### config.mk
export PLATFORM = sky130hd
export DESIGN_NAME = url_query_percent_decoder
export DESIGN_NICKNAME = d
export VERILOG_FILES = /design/src/rtl/uqpd_pkg.sv /design/src/rtl/uqpd_step.sv /design/src/rtl/uqpd_evbuf.sv /design/src/rtl/url_query_percent_decoder.sv
export VERILOG_INCLUDE_DIRS = /design/src /design/src/rtl
export SDC_FILE = /design/constraint.sdc
export NUM_CORES = 1
export LEC_CHECK = 0
export BUFFER_PORTS_ARGS = -buffer_cell sky130_fd_sc_hd__buf_4
export CAP_MARGIN = 20
export CORE_ASPECT_RATIO = 1.2
export CORE_UTILIZATION = 40
export DETAILED_ROUTE_END_ITERATION = 10
export PLACE_DENSITY_LB_ADDON = 0.1
export SLEW_MARGIN = 20
export SYNTH_ARGS = -nofsm -noshare
export SYNTH_HDL_FRONTEND = slang
export SYNTH_SLANG_ARGS = --single-unit
### constraint.sdc
create_clock -name clk -period 7.04 [get_ports clk]
set_input_delay 0.704 -clock clk [delete_from_list [all_inputs] [get_ports clk]]
set_output_delay 0.704 -clock clk [all_outputs]
set_load 0.1 [all_outputs]
### src/rtl/url_query_percent_decoder_macros.svh
// assertion macros shared by the decoder rtl
`ifndef URL_QUERY_PERCENT_DECODER_MACROS_SVH
`define URL_QUERY_PERCENT_DECODER_MACROS_SVH

// same-cycle implication, checked out of reset
`define UQPD_ASSERT_IMP(label, ante, cons) \
  label: assert property (@(posedge clk) disable iff (!rst_n) (ante) |-> (cons)) \
    else $error("uqpd assertion failed");

// next-cycle implication, checked out of reset
`define UQPD_ASSERT_NXT(label, ante, cons) \
  label: assert property (@(posedge clk) disable iff (!rst_n) (ante) |=> (cons)) \
    else $error("uqpd assertion failed");

`endif

### src/rtl/uqpd_pkg.sv
// types, codes and helpers of the query percent decoder
package uqpd_pkg;

  typedef enum logic [5:0] {
    PH_PATH  = 6'b000001,
    PH_QUERY = 6'b000010,
    PH_ESC1  = 6'b000100,
    PH_ESC2  = 6'b001000,
    PH_FRAG  = 6'b010000,
    PH_FAIL  = 6'b100000
  } phase_t;

  typedef enum logic [2:0] {
    EV_KEY   = 3'd0,
    EV_VALUE = 3'd1,
    EV_PAIR  = 3'd2,
    EV_OK    = 3'd3,
    EV_FAIL  = 3'd4
  } ev_kind_t;

  localparam logic [7:0] CH_PERCENT = 8'h25;
  localparam logic [7:0] CH_HASH    = 8'h23;
  localparam logic [7:0] CH_QMARK   = 8'h3f;
  localparam logic [7:0] CH_AMP     = 8'h26;
  localparam logic [7:0] CH_EQUAL   = 8'h3d;
  localparam logic [7:0] CH_NUL     = 8'h00;

  localparam int unsigned MAX_EVENTS = 3;

  typedef struct packed {
    phase_t     phase;
    logic       in_value;
    logic [3:0] high_nibble;
    logic       pair_nonempty;
  } state_t;

  localparam state_t ST_RESET = '{
    phase: PH_PATH, in_value: 1'b0, high_nibble: 4'h0, pair_nonempty: 1'b0
  };

  typedef struct packed {
    ev_kind_t   kind;
    logic [7:0] data;
  } event_t;

  typedef struct packed {
    logic [1:0]                  cnt;
    event_t [MAX_EVENTS-1:0]     ev;
  } ev_bundle_t;

  // {ok, nibble} for one ascii hex digit of either case
  function automatic logic [4:0] hex_decode(input logic [7:0] c);
    logic [4:0] r;
    r = 5'b0_0000;
    if (c >= 8'h30 && c <= 8'h39) begin
      r = {1'b1, c[3:0]};
    end else if ((c >= 8'h61 && c <= 8'h66) || (c >= 8'h41 && c <= 8'h46)) begin
      r = {1'b1, c[3:0] + 4'd9};
    end
    return r;
  endfunction

endpackage

### src/rtl/uqpd_step.sv
// next state and result events for one request
module uqpd_step import uqpd_pkg::*; (
  input  state_t     st,
  input  logic [7:0] char_in,
  input  logic       char_valid,
  input  logic       string_end,
  output state_t     st_nxt,
  output ev_bundle_t bundle
);

  always_comb begin
    state_t     s;
    logic [1:0] n;
    logic [4:0] hex;
    ev_kind_t   byte_kind;
    logic       failed;
    s         = st;
    n         = 2'd0;
    bundle.ev = '0;
    hex       = hex_decode(char_in);
    byte_kind = st.in_value ? EV_VALUE : EV_KEY;
    failed    = 1'b0;

    if (char_valid) begin
      unique case (st.phase) inside
        PH_PATH: begin
          if (char_in == CH_QMARK) begin
            s.phase = PH_QUERY;
          end else if (char_in == CH_HASH) begin
            s.phase = PH_FRAG;
          end
        end
        PH_QUERY: begin
          if (char_in == CH_HASH) begin
            if (st.pair_nonempty) begin
              bundle.ev[n] = '{kind: EV_PAIR, data: 8'h00};
              n = n + 2'd1;
            end
            s.phase = PH_FRAG;
          end else if (char_in == CH_AMP) begin
            if (st.pair_nonempty) begin
              bundle.ev[n] = '{kind: EV_PAIR, data: 8'h00};
              n = n + 2'd1;
            end
            s.in_value      = 1'b0;
            s.pair_nonempty = 1'b0;
          end else begin
            s.pair_nonempty = 1'b1;
            if (char_in == CH_PERCENT) begin
              s.phase = PH_ESC1;
            end else if (char_in == CH_EQUAL && !st.in_value) begin
              s.in_value = 1'b1;
            end else if (char_in == CH_NUL) begin
              s.phase = PH_FAIL;
            end else begin
              bundle.ev[n] = '{kind: byte_kind, data: char_in};
              n = n + 2'd1;
            end
          end
        end
        PH_ESC1: begin
          if (!hex[4]) begin
            s.phase = PH_FAIL;
          end else begin
            s.high_nibble = hex[3:0];
            s.phase       = PH_ESC2;
          end
        end
        PH_ESC2: begin
          // %00 counts as a bad escape
          if (!hex[4] || {st.high_nibble, hex[3:0]} == CH_NUL) begin
            s.phase = PH_FAIL;
          end else begin
            bundle.ev[n] = '{kind: byte_kind, data: {st.high_nibble, hex[3:0]}};
            n = n + 2'd1;
            s.phase = PH_QUERY;
          end
        end
        PH_FRAG, PH_FAIL: begin
        end
        default: begin
        end
      endcase
    end

    if (string_end) begin
      failed = (s.phase == PH_ESC1) || (s.phase == PH_ESC2) || (s.phase == PH_FAIL);
      if (s.phase == PH_QUERY && s.pair_nonempty) begin
        bundle.ev[n] = '{kind: EV_PAIR, data: 8'h00};
        n = n + 2'd1;
      end
      bundle.ev[n] = '{kind: (failed ? EV_FAIL : EV_OK), data: 8'h00};
      n = n + 2'd1;
      s = ST_RESET;
    end

    st_nxt     = s;
    bundle.cnt = n;
  end

endmodule

### src/rtl/uqpd_evbuf.sv
// result register holding the events of one request, drained one per cycle while out_stall is low
module uqpd_evbuf import uqpd_pkg::*; (
  input  logic       clk,
  input  logic       rst_n,
  input  logic       load,
  input  ev_bundle_t bundle,
  output logic       can_load,
  output logic       out_valid,
  input  logic       out_stall,
  output ev_kind_t   out_kind,
  output logic [7:0] out_data,
  output logic       out_last
);

  `include "url_query_percent_decoder_macros.svh"

  logic [1:0]   cnt_r, cnt_nxt;
  logic [1:0]   idx_r, idx_nxt;
  event_t [2:0] ev_r;
  logic         take;

  assign out_valid = (cnt_r != 2'd0);
  assign out_last  = out_valid && (idx_r == cnt_r - 2'd1);
  assign out_kind  = ev_r[idx_r].kind;
  assign out_data  = ev_r[idx_r].data;
  assign take      = out_valid && !out_stall;
  assign can_load  = !out_valid || (take && out_last);

  always_comb begin
    cnt_nxt = cnt_r;
    idx_nxt = idx_r;
    if (load) begin
      cnt_nxt = bundle.cnt;
      idx_nxt = 2'd0;
    end else if (take) begin
      if (out_last) begin
        cnt_nxt = 2'd0;
        idx_nxt = 2'd0;
      end else begin
        idx_nxt = idx_r + 2'd1;
      end
    end
  end

  always_ff @(posedge clk) begin
    if (!rst_n) begin
      cnt_r <= 2'd0;
      idx_r <= 2'd0;
    end else begin
      cnt_r <= cnt_nxt;
      idx_r <= idx_nxt;
    end
  end

  always_ff @(posedge clk) begin
    if (load) begin
      ev_r <= bundle.ev;
    end
  end

  `UQPD_ASSERT_IMP(a_idx_in_range, cnt_r != 2'd0, idx_r < cnt_r)
  `UQPD_ASSERT_IMP(a_load_only_free, load && out_valid, take && out_last)

endmodule

### src/rtl/url_query_percent_decoder.sv
// top level of the location string query percent decoder
//
//   channel | direction | ports                                   | handshake
//   --------+-----------+-----------------------------------------+---------------
//   in      | input     | in_char_in, in_char_valid, in_string_end | in_valid/stall
//   out     | output    | out_event_kind, out_decoded_byte,       | out_valid/stall
//           |           | out_run_last                            |
//
// one request per cycle enters the input register while in_stall is low; the step
// logic then updates the parse state and loads zero to three events into the
// result register once that is free; the result register drains one event per
// cycle while out_stall is low, and a request waits in the input register until
// the result register is empty or hands out its last event
// rst_n is synchronous and returns the parser to the path phase
// out_stall backs up into in_stall through the result and input registers
module url_query_percent_decoder import uqpd_pkg::*; (
  input  logic       clk,
  input  logic       rst_n,
  input  logic       in_valid,
  output logic       in_stall,
  input  logic [7:0] in_char_in,
  input  logic       in_char_valid,
  input  logic       in_string_end,
  output logic       out_valid,
  input  logic       out_stall,
  output logic [2:0] out_event_kind,
  output logic [7:0] out_decoded_byte,
  output logic       out_run_last
);

  `include "url_query_percent_decoder_macros.svh"

  // input register
  logic       hold_vld_r;
  logic [7:0] char_r;
  logic       cvalid_r;
  logic       end_r;

  // parse state
  state_t     state_r;
  state_t     state_nxt;

  ev_bundle_t bundle;
  logic       can_load;
  logic       advance;
  logic       in_take;
  ev_kind_t   kind;

  // the held request moves into the result register once it is free
  assign advance  = hold_vld_r && can_load;
  assign in_stall = hold_vld_r && !can_load;
  assign in_take  = in_valid && !in_stall;

  always_ff @(posedge clk) begin
    if (!rst_n) begin
      hold_vld_r <= 1'b0;
    end else if (in_take) begin
      hold_vld_r <= 1'b1;
    end else if (advance) begin
      hold_vld_r <= 1'b0;
    end
  end

  always_ff @(posedge clk) begin
    if (in_take) begin
      char_r   <= in_char_in;
      cvalid_r <= in_char_valid;
      end_r    <= in_string_end;
    end
  end

  uqpd_step u_step (
    .st         (state_r),
    .char_in    (char_r),
    .char_valid (cvalid_r),
    .string_end (end_r),
    .st_nxt     (state_nxt),
    .bundle     (bundle)
  );

  // state advances exactly once per request, in request order
  always_ff @(posedge clk) begin
    if (!rst_n) begin
      state_r <= ST_RESET;
    end else if (advance) begin
      state_r <= state_nxt;
    end
  end

  uqpd_evbuf u_evbuf (
    .clk       (clk),
    .rst_n     (rst_n),
    .load      (advance),
    .bundle    (bundle),
    .can_load  (can_load),
    .out_valid (out_valid),
    .out_stall (out_stall),
    .out_kind  (kind),
    .out_data  (out_decoded_byte),
    .out_last  (out_run_last)
  );

  assign out_event_kind = kind;

  `UQPD_ASSERT_IMP(a_phase_onehot, 1'b1, $onehot(state_r.phase))
  `UQPD_ASSERT_IMP(a_stall_needs_hold, in_stall, hold_vld_r && out_valid)
  `UQPD_ASSERT_NXT(a_end_resets, advance && end_r, state_r == ST_RESET)

endmodule
==> results_dict.tcl <==
set metrics [dict create \
    required_ns 7.10 \
    htree_levels 2 \
    r2r_start "char_r[1]$_DFFE_PP_" \
    place.gp.congestion 0.869 \
    synth_area_leaders "edfxtp_1 28%, dfxtp_1 12%, ha_1 4.5%" \
    yosysWarnings 0 \
    period_share_pct 52.2 \
    post_synth_instance_area_um2 2810 \
    dr.pass1.iters 5 \
    ys_seq_area_share_pct 39.9 \
    fin_nets 346 \
    place_hpwl_um 5000 \
    portBuffers 27 \
    antenna_cells 0 \
    first_global_vias 2146 \
    clockRootBuffer "clkbuf_8" \
    cp_max_fo 9 \
    outcome "completed" \
    rr_worst_depth 11 \
    dp_cells 402 \
    r2r_setup_slack_ns 3.36 \
    cts_resized 0 \
    syn_area_per_cell_um2 9.28 \
    hp-start "u_evbuf.cnt_r[1]$_SDFFE_PN0P_" \
    peakVddDrop_mv 0.0854 \
    drt_iter0_drc 116 \
    wire_per_inst_um 16.3 \
    grt-ovfl-total 0 \
    synthArstFlopShare_pct 0 \
    fin_cells 410 \
    r2r_end "u_evbuf.ev_r[8]$_DFFE_PP_" \
    synth_commonest_cells "27 x nand2_1, 26 x edfxtp_1, 24 x nor2_1" \
    max_slew_margin_pct 30.8 \
    place_ws_ns 3.41 \
    yosysTopAreaCell "edfxtp_1" \
    synth-main-ff-cell "edfxtp_1" \
    antenna_found_initial 0 \
    syn_to_final_growth_pct 12.1 \
    die_y_um 93.8 \
    cts_sinks 43 \
    hp-class "reg -> reg" \
    synth_cell_types 65 \
    syn_inst 303 \
    yosysTopAreaCellShare_pct 27.8 \
    cts_hold_buffers 0 \
    die_w_um 78.5 \
    final_max_slew_viol_count 0 \
    cap_violations 0 \
    clock_skew_ns 0.00491 \
    worst_pin_slew_ns 1.04 \
    post_dp_cell_area_um2 3040 \
    synth_edf_count 26 \
    num_vias 2349 \
    wirelength_um 6680 \
    tritoncts "yes" \
    grt_pass1_wl_um 10800 \
    rows 33 \
    pin_count 28 \
    clock_latency_ns 0.30 \
    period_minus_slack_ns 3.68 \
    initial_utilization_pct 41.3 \
    end_kind "register" \
    synth-seq-cells 43 \
    clock_path_buffers 2 \
    dieArea_um2 7370 \
    cts_made_buffers 5 \
    hold_violations 0 \
    fin_area_um2 3150 \
    postCtsSetupRepairBufs 0 \
    ant_nets 0 \
    p_leak_nw 1.14 \
    core_um2 6810 \
    via_per_inst 5.73 \
    rsz0062_at_grt "no" \
    final_layout_size_suffix_gt1_share_pct 14.6 \
    grt_max_degree 24 \
    cp-start-kind "register" \
    track_usage_pct 19.1 \
    synth_fp_nets 327 \
    min_to "u_evbuf.cnt_r[1]$_SDFFE_PN0P_" \
    clkSlewWorstSetupHoldPaths_ns 0.09 \
    powerDensity_nw_per_um2 176 \
    setup_violations 0 \
    setup_slack_ns 3.36 \
    worst_ep_arrival_time_ns 3.74 \
    fmax_ghz 0.272 \
    hold_path_depth 2 \
    tns_ns 0 \
    criticalPathCategory "reg -> reg" \
    yosysMostFrequentCell "nand2_1" \
    drcViolationCount 0 \
]
stage by stage:
step	util (%)	hold WS [ns]	total power [mW]
final	46.2	0.467	0.554
after global routing	46.2	0.501	0.578
after CTS	46.2	0.473	0.563
after detailed placement	44.7	0.461	0.375
after global placement	44.7	0.459	0.375
after floorplan	-	0.441	0.353
layout by cell type (no fill, tap or decap), drive strengths merged, types with 5 or more instances in the layout:
cell    instances
a21oi          12
a22oi          10
and2           14
and3            7
buf            27
clkbuf          6
dfxtp          17
edfxtp         26
ha             10
inv            12
mux2i           5
nand2          27
nand3           9
nor2           24
nor2b          16
nor3            6
nor4            6
o21ai          15
layout make-up:
type / count / area [µm²]
multi-input cells: 233 / 1570
clock inverters: 2 / 13.8
inverters: 12 / 45.0
repair buffers: 27 / 203
flip-flops and latches: 43 / 1120
well taps: 87 / 109
fillers: 677 / 3660
clock buffers: 6 / 93.8
worst max-delay path by stage:
stage | startpoint | endpoint | slack [ns] | depth (start not counted)
after floorplan | u_evbuf.cnt_r[0]$_SDFFE_PN0P_ | out_run_last | 3.46 | 4
after CTS | char_r[1]$_DFFE_PP_ | u_evbuf.ev_r[8]$_DFFE_PP_ | 3.38 | 11
after global placement | char_r[1]$_DFFE_PP_ | u_evbuf.ev_r[8]$_DFFE_PP_ | 3.41 | 11
final | char_r[1]$_DFFE_PP_ | u_evbuf.ev_r[8]$_DFFE_PP_ | 3.36 | 11
after detailed placement | char_r[0]$_DFFE_PP_ | u_evbuf.ev_r[20]$_SDFFCE_PN0P_ | 3.41 | 11
after global routing | char_r[0]$_DFFE_PP_ | u_evbuf.ev_r[2]$_DFFE_PP_ | 3.06 | 13
report_power, final:
| part | internal [mW] | switching, mW |
|---|---|---|
| clock network | 0.0915 | 0.0926 |
| logic | 0.0264 | 0.0581 |
| registers | 0.276 | 0.0101 |
| total | 0.393 | 0.161 |
routing by layer:
| metal | up-vias | global-route usage [%] | wire length [µm] |
|---|---|---|---|
| met1 | 1112 | 23.9 | 3000 |
| met5 | - | 0 | 0 |
| met4 | 0 | 5.71 | 125 |
| met3 | 15 | 3.30 | 225 |
| li1 | 1162 | - | - |
| met2 | 60 | 33.2 | 3330 |
critical path, cell delays in order (launching register included):
cell	delay, ns
edfxtp_1	0.49
inv_1	0.14
ha_1	0.27
or3b_4	0.40
and4_4	0.20
a221o_1	0.38
o31a_1	0.44
a21oi_1	0.34
ha_1	0.23
nand2_1	0.12
and3_1	0.21
a32o_1	0.21
flip-flops by register name, summed over array words and instances (netlist names):
register       cells
char_r             8
end_r              1
u_evbuf.ev_r      16
u_evbuf.cnt_r      2
state_r           12
cvalid_r           1
hold_vld_r         1
u_evbuf.idx_r      2
cells by family after synthesis:
kind of cell / count (synthesis) / share of synthesized area [%]
DFF: 43 / 39.9
muxes: 5 / 1.78
AOI/OAI and AO/OA: 77 / 20.0
adders and majority gates: 10 / 4.45
buffers and inverters: 27 / 4.45
xor gates and xnor gates: 6 / 1.87
and+or+nand+nor: 135 / 27.6
Power figures use the tool's default switching activity.
